$ cat src/rtl/apla_pkg.sv
// shared types, codes and constants of the adjacent pair lock arbiter
package apla_pkg;

  localparam int CLIENT_W      = 4;
  localparam int SEAT_W        = 5;
  localparam int MAX_SEATS_DEF = 16;
  localparam logic [SEAT_W-1:0] SEAT_RESET = 5'd5;
  localparam int OUT_DEPTH     = 4;

  localparam logic OP_REQUEST = 1'b0;
  localparam logic OP_RELEASE = 1'b1;

  typedef enum logic [1:0] {
    KIND_GRANT  = 2'd0,
    KIND_ACK    = 2'd1,
    KIND_REJECT = 2'd2
  } kind_t;

  typedef enum logic [2:0] {
    ST_IDLE,
    ST_CHECK,
    ST_SCAN,
    ST_SHIFT,
    ST_GRANT
  } state_t;

  typedef struct packed {
    logic [CLIENT_W-1:0] target;
    kind_t               kind;
    logic                last;
  } result_t;

  typedef struct packed {
    logic in_range;
    logic free;
  } pair_stat_t;

endpackage

$ cat src/rtl/apla_ram.sv
// generic single write port ram with registered read
module apla_ram #(
  parameter int WIDTH = 4,
  parameter int DEPTH = 16
) (
  input  logic                     clk,
  input  logic                     we,
  input  logic [$clog2(DEPTH)-1:0] wr_addr,
  input  logic [WIDTH-1:0]         wr_data,
  input  logic                     re,
  input  logic [$clog2(DEPTH)-1:0] rd_addr,
  output logic [WIDTH-1:0]         rd_data
);

  logic [WIDTH-1:0] mem [DEPTH];

  always_ff @(posedge clk) begin
    if (we) begin
      mem[wr_addr] <= wr_data;
    end
    if (re) begin
      rd_data <= mem[rd_addr];
    end
  end

endmodule

$ cat src/rtl/apla_pair_unit.sv
// shared pair check: range, resource mask and freedom of one client's pair
module apla_pair_unit #(
  parameter int MAX_SEATS = apla_pkg::MAX_SEATS_DEF
) (
  input  logic [apla_pkg::CLIENT_W-1:0] subject,
  input  logic [apla_pkg::SEAT_W-1:0]   seats,
  input  logic [MAX_SEATS-1:0]          res_free,
  output logic [MAX_SEATS-1:0]          mask,
  output apla_pkg::pair_stat_t          stat
);
  import apla_pkg::*;

  logic [SEAT_W-1:0] subj_ext;
  logic [SEAT_W-1:0] left;

  assign subj_ext = SEAT_W'(subject);

  // left neighbour wraps to the top seat in use
  assign left = (subj_ext == '0) ? (seats - 1'b1) : (subj_ext - 1'b1);

  always_comb begin
    for (int unsigned k = 0; k < MAX_SEATS; k++) begin
      mask[k] = (k == 32'(left)) || (k == 32'(subj_ext));
    end
  end

  assign stat.in_range = subj_ext < seats;
  assign stat.free     = (res_free & mask) == mask;

endmodule

$ cat src/rtl/apla_out_fifo.sv
// small result queue between the sequencer and the output channel
module apla_out_fifo (
  input  logic                  clk,
  input  logic                  rst_n,
  input  logic                  push,
  input  apla_pkg::result_t     push_word,
  output logic                  room,
  output logic                  out_valid,
  input  logic                  out_ready,
  output apla_pkg::result_t     out_word
);
  import apla_pkg::*;

  localparam int PW = $clog2(OUT_DEPTH);
  localparam int CW = $clog2(OUT_DEPTH + 1);

  result_t         mem_r [OUT_DEPTH];
  logic [PW-1:0]   wr_ptr_r, wr_ptr_nxt;
  logic [PW-1:0]   rd_ptr_r, rd_ptr_nxt;
  logic [CW-1:0]   count_r, count_nxt;
  logic            pop;

  assign out_valid = count_r != '0;
  assign out_word  = mem_r[rd_ptr_r];
  assign pop       = out_valid && out_ready;
  // room for the two words a single item may produce
  assign room      = 32'(count_r) + 2 <= OUT_DEPTH;

  always_comb begin
    wr_ptr_nxt = push ? PW'(32'(wr_ptr_r) + 1 == OUT_DEPTH ? 0 : 32'(wr_ptr_r) + 1) : wr_ptr_r;
    rd_ptr_nxt = pop ? PW'(32'(rd_ptr_r) + 1 == OUT_DEPTH ? 0 : 32'(rd_ptr_r) + 1) : rd_ptr_r;
    count_nxt  = count_r + CW'(push) - CW'(pop);
  end

  always_ff @(posedge clk) begin
    if (!rst_n) begin
      wr_ptr_r <= '0;
      rd_ptr_r <= '0;
      count_r  <= '0;
    end else begin
      wr_ptr_r <= wr_ptr_nxt;
      rd_ptr_r <= rd_ptr_nxt;
      count_r  <= count_nxt;
    end
  end

  always_ff @(posedge clk) begin
    if (push) begin
      mem_r[wr_ptr_r] <= push_word;
    end
  end

endmodule

$ cat src/rtl/adjacent_pair_lock_arbiter_unit.sv
// request: result word queued in the check state after accept; no word if put on the wait list or out of range
// release: check, scan for the first waiter whose pair is free, then compaction one entry a cycle
// one item at a time; next item accepted on return to idle with two queue slots free
// results leave through a 4 word queue, so output stalls do not block the sequencer
// reset (rst_n low, synchronous): all resources free, list empty, seat count 5
// wait list storage is not cleared; entries beyond the fill count are never read
module adjacent_pair_lock_arbiter_unit #(
  parameter int MAX_SEATS = apla_pkg::MAX_SEATS_DEF
) (
  input  logic                        clk,
  input  logic                        rst_n,
  input  logic                        in_tvalid,
  output logic                        in_tready,
  input  logic [7:0]                  in_tdata,   // [3:0] client
  input  logic                        in_tuser,   // [0] operation
  output logic                        out_tvalid,
  input  logic                        out_tready,
  output logic [7:0]                  out_tdata,  // [3:0] target
  output logic [1:0]                  out_tuser,  // [1:0] kind
  output logic                        out_tlast,
  input  logic                        cfg_wr_en,
  input  logic [apla_pkg::SEAT_W-1:0] cfg_wr_data
);
  import apla_pkg::*;

  localparam int AW = $clog2(MAX_SEATS);
  localparam int CW = $clog2(MAX_SEATS + 1);

  state_t               state_r, state_nxt;
  logic [SEAT_W-1:0]    seat_count_r;
  logic [SEAT_W-1:0]    seats;
  logic [MAX_SEATS-1:0] res_r, res_nxt;
  logic [CW-1:0]        wait_count_r, wait_count_nxt;
  logic [CW-1:0]        idx_r, idx_nxt;
  logic [CW-1:0]        idx_inc, idx_dec;
  logic [CLIENT_W-1:0]  client_r, client_nxt;
  logic                 op_r, op_nxt;
  logic [CLIENT_W-1:0]  grant_r, grant_nxt;

  logic                 accept;
  logic                 more;
  logic                 hit;
  logic                 list_full;
  logic                 room;

  logic [CLIENT_W-1:0]  subject;
  logic [MAX_SEATS-1:0] mask;
  pair_stat_t           stat;

  logic                 ram_we, ram_re;
  logic [AW-1:0]        ram_wa, ram_ra;
  logic [CLIENT_W-1:0]  ram_wd, ram_rd;

  logic                 push;
  result_t              push_word, out_word;

  assign accept    = in_tvalid && in_tready;
  assign in_tready = (state_r == ST_IDLE) && room;

  always_comb begin
    if (seat_count_r < SEAT_W'(2)) begin
      seats = SEAT_W'(2);
    end else if (32'(seat_count_r) > MAX_SEATS) begin
      seats = SEAT_W'(MAX_SEATS);
    end else begin
      seats = seat_count_r;
    end
  end

  assign idx_inc   = idx_r + 1'b1;
  assign idx_dec   = idx_r - 1'b1;
  assign more      = idx_inc < wait_count_r;
  assign hit       = stat.in_range && stat.free;
  assign list_full = 32'(wait_count_r) >= 32'(seats);

  // during the scan the unit checks the waiter just read, otherwise the caller
  assign subject = (state_r == ST_SCAN) ? ram_rd : client_r;

  apla_pair_unit #(
    .MAX_SEATS (MAX_SEATS)
  ) u_pair (
    .subject  (subject),
    .seats    (seats),
    .res_free (res_r),
    .mask     (mask),
    .stat     (stat)
  );

  apla_ram #(
    .WIDTH (CLIENT_W),
    .DEPTH (MAX_SEATS)
  ) u_wait_list (
    .clk     (clk),
    .we      (ram_we),
    .wr_addr (ram_wa),
    .wr_data (ram_wd),
    .re      (ram_re),
    .rd_addr (ram_ra),
    .rd_data (ram_rd)
  );

  apla_out_fifo u_out (
    .clk       (clk),
    .rst_n     (rst_n),
    .push      (push),
    .push_word (push_word),
    .room      (room),
    .out_valid (out_tvalid),
    .out_ready (out_tready),
    .out_word  (out_word)
  );

  assign out_tdata = 8'(out_word.target);
  assign out_tuser = out_word.kind;
  assign out_tlast = out_word.last;

  // next state
  always_comb begin
    state_nxt = state_r;
    unique case (state_r)
      ST_IDLE: begin
        if (accept) begin
          state_nxt = ST_CHECK;
        end
      end
      ST_CHECK: begin
        if (stat.in_range && op_r == OP_RELEASE && wait_count_r != '0) begin
          state_nxt = ST_SCAN;
        end else begin
          state_nxt = ST_IDLE;
        end
      end
      ST_SCAN: begin
        if (hit) begin
          state_nxt = more ? ST_SHIFT : ST_GRANT;
        end else begin
          state_nxt = more ? ST_SCAN : ST_IDLE;
        end
      end
      ST_SHIFT: begin
        state_nxt = more ? ST_SHIFT : ST_GRANT;
      end
      ST_GRANT: begin
        state_nxt = ST_IDLE;
      end
      default: begin
        state_nxt = ST_IDLE;
      end
    endcase
  end

  // datapath and outputs
  always_comb begin
    res_nxt        = res_r;
    wait_count_nxt = wait_count_r;
    idx_nxt        = idx_r;
    client_nxt     = client_r;
    op_nxt         = op_r;
    grant_nxt      = grant_r;
    ram_we         = 1'b0;
    ram_wa         = '0;
    ram_wd         = '0;
    ram_re         = 1'b0;
    ram_ra         = '0;
    push           = 1'b0;
    push_word      = '{target: client_r, kind: KIND_ACK, last: 1'b1};
    unique case (state_r)
      ST_IDLE: begin
        if (accept) begin
          client_nxt = in_tdata[CLIENT_W-1:0];
          op_nxt     = in_tuser;
        end
      end
      ST_CHECK: begin
        if (stat.in_range) begin
          if (op_r == OP_REQUEST) begin
            if (stat.free) begin
              res_nxt        = res_r & ~mask;
              push           = 1'b1;
              push_word.kind = KIND_GRANT;
            end else if (list_full) begin
              push           = 1'b1;
              push_word.kind = KIND_REJECT;
            end else begin
              ram_we         = 1'b1;
              ram_wa         = wait_count_r[AW-1:0];
              ram_wd         = client_r;
              wait_count_nxt = wait_count_r + 1'b1;
            end
          end else begin
            res_nxt = res_r | mask;
            if (wait_count_r == '0) begin
              push = 1'b1;
            end else begin
              ram_re  = 1'b1;
              ram_ra  = '0;
              idx_nxt = '0;
            end
          end
        end
      end
      ST_SCAN: begin
        if (hit) begin
          res_nxt   = res_r & ~mask;
          grant_nxt = ram_rd;
        end
        if (more) begin
          ram_re  = 1'b1;
          ram_ra  = idx_inc[AW-1:0];
          idx_nxt = idx_inc;
        end else if (hit) begin
          wait_count_nxt = wait_count_r - 1'b1;
          push           = 1'b1;
          push_word.last = 1'b0;
        end else begin
          push = 1'b1;
        end
      end
      ST_SHIFT: begin
        // close the gap: entry idx moves down one place
        ram_we = 1'b1;
        ram_wa = idx_dec[AW-1:0];
        ram_wd = ram_rd;
        if (more) begin
          ram_re  = 1'b1;
          ram_ra  = idx_inc[AW-1:0];
          idx_nxt = idx_inc;
        end else begin
          wait_count_nxt = wait_count_r - 1'b1;
          push           = 1'b1;
          push_word.last = 1'b0;
        end
      end
      ST_GRANT: begin
        push      = 1'b1;
        push_word = '{target: grant_r, kind: KIND_GRANT, last: 1'b1};
      end
      default: begin
      end
    endcase
  end

  always_ff @(posedge clk) begin
    if (!rst_n) begin
      state_r      <= ST_IDLE;
      seat_count_r <= SEAT_RESET;
      res_r        <= '1;
      wait_count_r <= '0;
    end else begin
      state_r      <= state_nxt;
      res_r        <= res_nxt;
      wait_count_r <= wait_count_nxt;
      if (cfg_wr_en) begin
        seat_count_r <= cfg_wr_data;
      end
    end
  end

  always_ff @(posedge clk) begin
    idx_r    <= idx_nxt;
    client_r <= client_nxt;
    op_r     <= op_nxt;
    grant_r  <= grant_nxt;
  end

  a_check_after_accept : assert property (@(posedge clk) disable iff (!rst_n)
    state_r == ST_CHECK |-> $past(in_tvalid && in_tready))
    else $error("pair check without an accepted word");

  a_grant_shrinks_list : assert property (@(posedge clk) disable iff (!rst_n)
    (state_r == ST_GRANT && $past(state_r) != ST_GRANT) |->
      wait_count_r == $past(wait_count_r) - 1'b1)
    else $error("waiter grant without removal from the list");

  a_scan_in_list : assert property (@(posedge clk) disable iff (!rst_n)
    (state_r == ST_SCAN || state_r == ST_SHIFT) |-> idx_r < wait_count_r)
    else $error("scan index beyond the wait list");

  a_list_bounded : assert property (@(posedge clk) disable iff (!rst_n)
    32'(wait_count_r) <= MAX_SEATS)
    else $error("wait list overfilled");

endmodule
$ cat config.mk
export PLATFORM = sky130hd
export DESIGN_NAME = adjacent_pair_lock_arbiter_unit
export DESIGN_NICKNAME = d
export VERILOG_FILES = /design/src/rtl/apla_pkg.sv /design/src/rtl/apla_ram.sv /design/src/rtl/apla_pair_unit.sv /design/src/rtl/apla_out_fifo.sv /design/src/rtl/adjacent_pair_lock_arbiter_unit.sv
export SDC_FILE = /design/constraint.sdc
export NUM_CORES = 1
export LEC_CHECK = 0
export BUFFER_PORTS_ARGS = -buffer_cell sky130_fd_sc_hd__buf_4
export CORE_ASPECT_RATIO = 1.75
export CORE_UTILIZATION = 43
export DETAILED_ROUTE_END_ITERATION = 6
export GPL_TIMING_DRIVEN = 0
export PLACE_DENSITY = 0.61
export SLEW_MARGIN = 20
export SYNTH_ARGS = -nofsm -noshare
export SYNTH_HDL_FRONTEND = slang
export SYNTH_SLANG_ARGS = --single-unit
export TNS_END_PERCENT = 1
$ cat constraint.sdc
create_clock -name clk -period 14.3 [get_ports clk]
set_input_delay 2.86 -clock clk [delete_from_list [all_inputs] [get_ports clk]]
set_output_delay 2.86 -clock clk [all_outputs]
set_load 0.02 [all_outputs]
* After elaboration in Yosys (flattened, before gate mapping)
Memories as Yosys holds them, arrays and structs flattened. A register that Yosys moved wholly into a read port is not among the register bits.
Index checks and enable logic that the tools add are counted.
** Storage, ports and cells
- Register bits after elaboration :: 50
- Bits in latches :: 0
- RAM bits :: 92
- Memory bits (read-only) :: 0
- Output and inout bits :: 13
- Word-level logic and storage cells :: 194
- Memories :: 2
** Memory list
- u_wait_list.mem :: depth 16, width 4, rd ports 1, clocked after memory_dff 1, wr ports 1, line apla_ram.sv:15 : logic [WIDTH-1:0] mem [DEPTH];
- u_out.mem_r :: depth 4, width 7, rd ports 1, clocked after memory_dff 1, wr ports 1, line apla_out_fifo.sv:17 : result_t mem_r [OUT_DEPTH];
** Cells by class
- Add/sub/neg operators :: 11
- $mul :: 0
- Divide/modulo/power cells :: 0
- Order comparisons :: 6
- Equality and inequality tests :: 49
- Shift-type cells :: 0
- Muxes and demuxes :: 74
- Bitwise gates (word level) :: 4
- Reduce and logical (&&, ||, !) cells :: 37
** Operators by type and width (number)
- $mux 5 :: 14
- $mux 16 :: 4
- $mux 4 :: 12
- $eq 4x5->1 const A :: 8
- $and 16x16->16 :: 2
- $eq 4x4->1 const A :: 8
- $le 32x3->1 const B :: 1
- $pmux 16 s2 :: 1
- $eq 3x5->1 const A :: 4
- $mux 1 :: 20
- $mux 2 :: 10
- $ne 2x2->1 const B :: 10
- $eq 16x16->1 :: 1
- $eq 3x4->1 const A :: 4
- $logic_or 1x1->1 :: 16
- $not 16->16 :: 1
- $or 16x16->16 :: 1
- $pmux 4 s2 :: 2
- $logic_not 5->1 :: 3
- $pmux 5 s3 :: 1
- $pmux 3 s4 :: 1
- $add 5x1->5 const B :: 2
- $eq 2x5->1 const A :: 2
- $pmux 5 s2 :: 1
- other kinds (34) :: 52

* Depth between registers and ports, before layout
- Depth in word-level cells :: 15
- Depth in mapped cells :: 19

* Modules after synthesis
Synthesis repeated with hierarchy kept, for this count alone.
** Second synthesis, totals
- Cell total of the unflattened synthesis :: 626
- Area, all modules :: 7596.0 µm²
** By module, submodules not included
- apla_ram :: times used 1, cells each 130, area an instance 2706.3 µm², sequential area each 2042.0 µm²
- adjacent_pair_lock_arbiter_unit :: times used 1, cells each 274, area an instance 2501.1 µm², sequential area each 1001.0 µm²
- apla_out_fifo :: times used 1, cells each 84, area an instance 1482.7 µm², sequential area each 1021.0 µm²
- apla_pair_unit :: times used 1, cells each 138, area an instance 905.9 µm², sequential area each 0.0 µm²

* Worst setup path after synthesis
OpenSTA, ideal clock, no wires.
- Kind :: register to register
- From :: register state_r[0]
- To :: register u_out.count_r[2]
- Data arrival time :: 4.601 ns
- Setup slack :: 9.571 ns
- Stages on the path, launching flop included :: 19
- Path buffers :: 2
- Clock period less this slack :: 4.729 ns
- Cells stage by stage :: dfxtp_1 buf_2 nor3b_4 buf_4 mux2i_1 ha_1 nor3b_2 mux2_2 mux2i_2 mux2_1 o221ai_1 and3_1 o311ai_1 a211oi_2 inv_1 ha_1 fa_1 xor2_1 nor2_1
** Between the ends
- Longest elaborated chain between the ends :: 14
** Ends and longest elaborated chain
- start, declared :: line adjacent_pair_lock_arbiter_unit.sv:29 : state_t state_r, state_nxt;
- start signal, assigned :: line adjacent_pair_lock_arbiter_unit.sv:250 : state_r <= state_nxt;
- $eq 3x2->1 :: line adjacent_pair_lock_arbiter_unit.sv:77, adjacent_pair_lock_arbiter_unit.sv:167
- $mux 4 :: line adjacent_pair_lock_arbiter_unit.sv:77 : assign subject = (state_r == ST_SCAN) ? ram_rd : client_r;
- $sub 4x1->5 or $logic_not 5->1 (tied branches) :: line apla_pair_unit.sv:19, apla_pair_unit.sv:23
- $mux 5 :: line apla_pair_unit.sv:19 : assign left = (subj_ext == '0) ? (seats - 1'b1) : (subj_ext - 1'b1);
- $eq 1x5->1, or another cell as far along :: line apla_pair_unit.sv:23 : mask[k] = (k == 32'(left)) || (k == 32'(subj_ext));
- $logic_or 1x1->1 :: line apla_pair_unit.sv:23
- $and 16x16->16 :: line apla_pair_unit.sv:28 : assign stat.free = (res_free & mask) == mask;
- $eq 16x16->1 :: line apla_pair_unit.sv:28
- $mux 1 :: line adjacent_pair_lock_arbiter_unit.sv:177 : if (stat.free) begin
- $mux 1 :: line adjacent_pair_lock_arbiter_unit.sv:176 : if (op_r == OP_REQUEST) begin
- $mux 1 :: line adjacent_pair_lock_arbiter_unit.sv:175 : if (stat.in_range) begin
- $pmux 1 s3 * :: line adjacent_pair_lock_arbiter_unit.sv:167 : unique case (state_r)
- via push :: line adjacent_pair_lock_arbiter_unit.sv:54 : logic push;
- $add 3x1->3 * :: line apla_out_fifo.sv:32 : count_nxt = count_r + CW'(push) - CW'(pop);
- $sub 3x1->3 * :: line apla_out_fifo.sv:32
- end signal, assigned :: line apla_out_fifo.sv:43 : count_r <= count_nxt;
- end, declared :: line apla_out_fifo.sv:20 : logic [CW-1:0] count_r, count_nxt;
The timed path passes the listed nets; every way through them passes the cells marked *.
A chain may end at the register's enable or synchronous reset.

* Worst setup path after layout
- From :: register state_r[1]
- To :: memory u_wait_list.mem[4][2], enable pin
** Between the ends
- Longest elaborated chain between the ends :: 14
** Ends and longest elaborated chain
- $eq 3x2->1 :: line adjacent_pair_lock_arbiter_unit.sv:77
- $mux 4 :: line adjacent_pair_lock_arbiter_unit.sv:77
- $sub 4x1->5 or $logic_not 5->1 (tied branches) :: line apla_pair_unit.sv:19, apla_pair_unit.sv:23
- $mux 5 :: line apla_pair_unit.sv:19
- $eq 1x5->1, or another cell as far along :: line apla_pair_unit.sv:23
- $logic_or 1x1->1 :: line apla_pair_unit.sv:23
- $and 16x16->16 :: line apla_pair_unit.sv:28
- $eq 16x16->1 :: line apla_pair_unit.sv:28
- $mux 1 :: line adjacent_pair_lock_arbiter_unit.sv:177
- $mux 1 :: line adjacent_pair_lock_arbiter_unit.sv:176
- $mux 1 :: line adjacent_pair_lock_arbiter_unit.sv:175
- $pmux 1 s2 :: line adjacent_pair_lock_arbiter_unit.sv:167
- $mux 1 :: line apla_ram.sv:18 : if (we) begin
- $mux 1 (implied by the code) :: line apla_ram.sv:19 : mem[wr_addr] <= wr_data;
- end, declared :: line apla_ram.sv:15
Parallel ways exist; a longest one is shown, timed or not.

==> reports/metrics.csv <==
stage,metric,value,unit
outcome,outcome,"complete, no violations",
timing,setup_viol,0,
layout,final_area,8901,µm²
layout,multi_input_area,3535,µm²
logic_synthesis,yosysUniqueCellTypes,76,
layout,n_fill_cell,1606,
clock_tree,post-cts-setup-buffers,0,
clock_tree,cts-root-buf,clkbuf_16,
layout,stdcell_count,953,
routing,detail_route.wl_per_cell,20.24,µm
power,leakage,0.003102,µW
power,powerDensity,143.0,nW/µm²
logic_synthesis,synth_compound_area_share,13.15,%
timing,finalHoldViolCount,0,
timing,slew_violations,0,
logic_synthesis,ys_warn_count,0,
global_routing,gr-usage-all-layers,21.84,%
logic_synthesis,async_flop_share,0,%
hold_path,hold_path_class,flop to flop,
routing,vias,5444,
place,place_area,8329,µm²
layout,seq_area,4064,µm²
timing,max_freq,0.1597,GHz
timing,hold_ws,0.4617,ns
critical_path,endpoint_kind,flop,
routing,wl,19.28,mm
timing,slew_headroom,24.06,%
logic_synthesis,synthMuxAreaShare,12.46,%
layout,final_common_cell,edfxtp_1,
floorplan,die_area,18830,µm²
clock_tree,clk_latency,0.43,ns
logic_synthesis,synth_ff_type,edfxtp_1,
floorplan,coreArea,17970,µm²
timing,layout_worst_path_cycle_share,43.79,%
critical_path,crit_fanout,10,
layout,antenna_cells,0,
logic_synthesis,syn_inst,663,
logic_synthesis,synth_edf_count,110,
place,hpwl,14.59,mm
clock_tree,ctsHoldBuffers,0,
routing,initialDrtViolationCount,265,
clock_tree,clk_pin_slew_worst_paths,0.06,ns
floorplan,die_x,104.2,µm
global_routing,grt_start_max_net_pins,17,
power,vdd_drop_max,86.75,µV
routing,via_per_inst,5.712,
routing,firstDrtPassIters,6,
routing,drc,0,
floorplan,rows,65,
clock_tree,cts-htree-levels,4,
layout,layout_common_cells,"110 x edfxtp_1, 59 x nor2_1, 49 x nand2_1",
layout,syn_to_final_growth,13.35,%
layout,drive_above_1_share,18.08,%
floorplan,die_y,180.8,µm
logic_synthesis,synth_simple_gate_area_share,12.75,%
clock_tree,clockBufferDepth,2,
clock_tree,numCtsBuffers,17,
timing,worstMarginPinSlew,1.139,ns
logic_synthesis,avgSynthCellArea,11.84,µm²
floorplan,initial_core_util,43.69,%
logic_synthesis,synthAdderAreaFrac,4.939,%
global_routing,antenna_found_initial,0,
timing,fin_crit,6.261,ns
clock_tree,post_cts_resized,0,
routing,detail-route-antenna-nets,0,
timing,skew,0.007861,ns
timing,rsz0062_at_grt,false,
logic_synthesis,netlist_area,7853,µm²
logic_synthesis,ys_seq_area_share,51.75,%
logic_synthesis,post_synth_xor_area_fraction,1.338,%
timing,tns,0,ns
place,gp_congestion,0.8707,
power,power.total,1273,µW
critical_path,start_kind,flop,
global_routing,grt_pass1_vias,5686,
clock_tree,cts_tree,done,
clock_tree,cts_sinks,148,
logic_synthesis,synth-seq-cells,148,
critical_path,required,14.34,ns
flow_run,drv_cap,0,
global_routing,overflow,0,
floorplan,io_pins,32,
place,numPortBuffers,22,
logic_synthesis,synth_top_family_by_area,compound AO/OA/AOI/OAI gates,
layout,nets,755,
global_routing,grt_pass1_wl,30.84,mm
critical_path,critical_path_class,flop to flop,
critical_path,cp.arrival,6.30,ns
place,dp_cells,922,
## critical path: stages, from the launching register on
cell      delay (ns)
dfxtp_1         0.43
nor3b_4         0.36
buf_4           0.26
mux2i_1         0.50
ha_1            0.41
nor3b_2         0.39
mux2_2          0.32
mux2i_2         0.47
nand2b_1        0.29
o311ai_2        0.74
o31ai_4         0.20
nor3_4          0.34
a31oi_1         0.22
a221oi_1        0.92
## kinds of logic (layout without fill, tap and decap cells)
family	after synthesis	in the layout
buffers and inverters	67	120
AOI/OAI and AO/OA	145	145
muxes	65	65
DFF	148	148
adders and majority gates	30	30
other	1	4
xor gates and xnor gates	12	12
and+or+nand+nor	195	195
## worst paths after layout
check / from / to / slack [ns] / depth (start not counted)
worst max-delay path: state_r[1]$_SDFFE_PN0P_ / u_wait_list.mem[4][2]$_DFFE_PP_ / 8.04 / 13
worst min-delay path: u_wait_list.rd_data[2]$_DFFE_PP_ / grant_r[2]$_DFFE_PP_ / 0.46 / 0
worst max register to register: state_r[1]$_SDFFE_PN0P_ / u_wait_list.mem[4][2]$_DFFE_PP_ / 8.04 / 13
worst min register to register: u_wait_list.rd_data[2]$_DFFE_PP_ / grant_r[2]$_DFFE_PP_ / 0.46 / 0
## synth_stat cells (all sizes together) (11+ instances only)
library cell  instances  area, µm²
a211oi               12      100.1
nand2                50      190.2
nor3                 11      66.32
inv                  36      135.1
dfxtp                38      760.7
mux2i                19      197.7
ha                   27      337.8
o21ai                38      190.2
nor2b                12      75.07
clkbuf               21      78.83
nor2                 59      221.5
mux4                 23      518.0
edfxtp              110       3303
mux2                 23      262.8
a21oi                28      140.1
## per-stage QoR
stage | util [%] | setup slack [ns]
2_1_floorplan | - | 9.571
3_3_place_gp | 46.30 | 8.303
3_5_place_dp | 46.34 | 8.179
4_1_cts | 49.48 | 8.146
5_1_grt | 49.52 | 7.772
6_report | 49.52 | 8.039
## power by group
| part | leakage (µW) | switching (µW) | internal (µW) | total [µW] |
|---|---|---|---|---|
| registers | 0.00117 | 13.7 | 484 | 497 |
| clock network | 0.000266 | 177 | 256 | 433 |
| logic | 0.00167 | 215 | 128 | 343 |
| total | 0.00310 | 406 | 867 | 1270 |
## cell type report
cell class / count / area share [%]
multi-input combinational: 451 / 39.71
inverter: 36 / 1.518
clock inverter: 12 / 1.476
buffer: 31 / 1.631
clock buffer: 19 / 4.864
tap: 234 / 3.289
sequential: 148 / 45.66
timing repair buffer: 22 / 1.855
## metal layers
metal  vias to the layer above  share of wire, %  global-route usage (%)
li1                       2573                 -                       -
met1                      2683                36                   21.86
met2                       148                58                   42.40
met3                        40               3.4                   3.860
met4                         0               3.3                   10.97
met5                         -                 0                       0
Power figures use the tool's default switching activity.
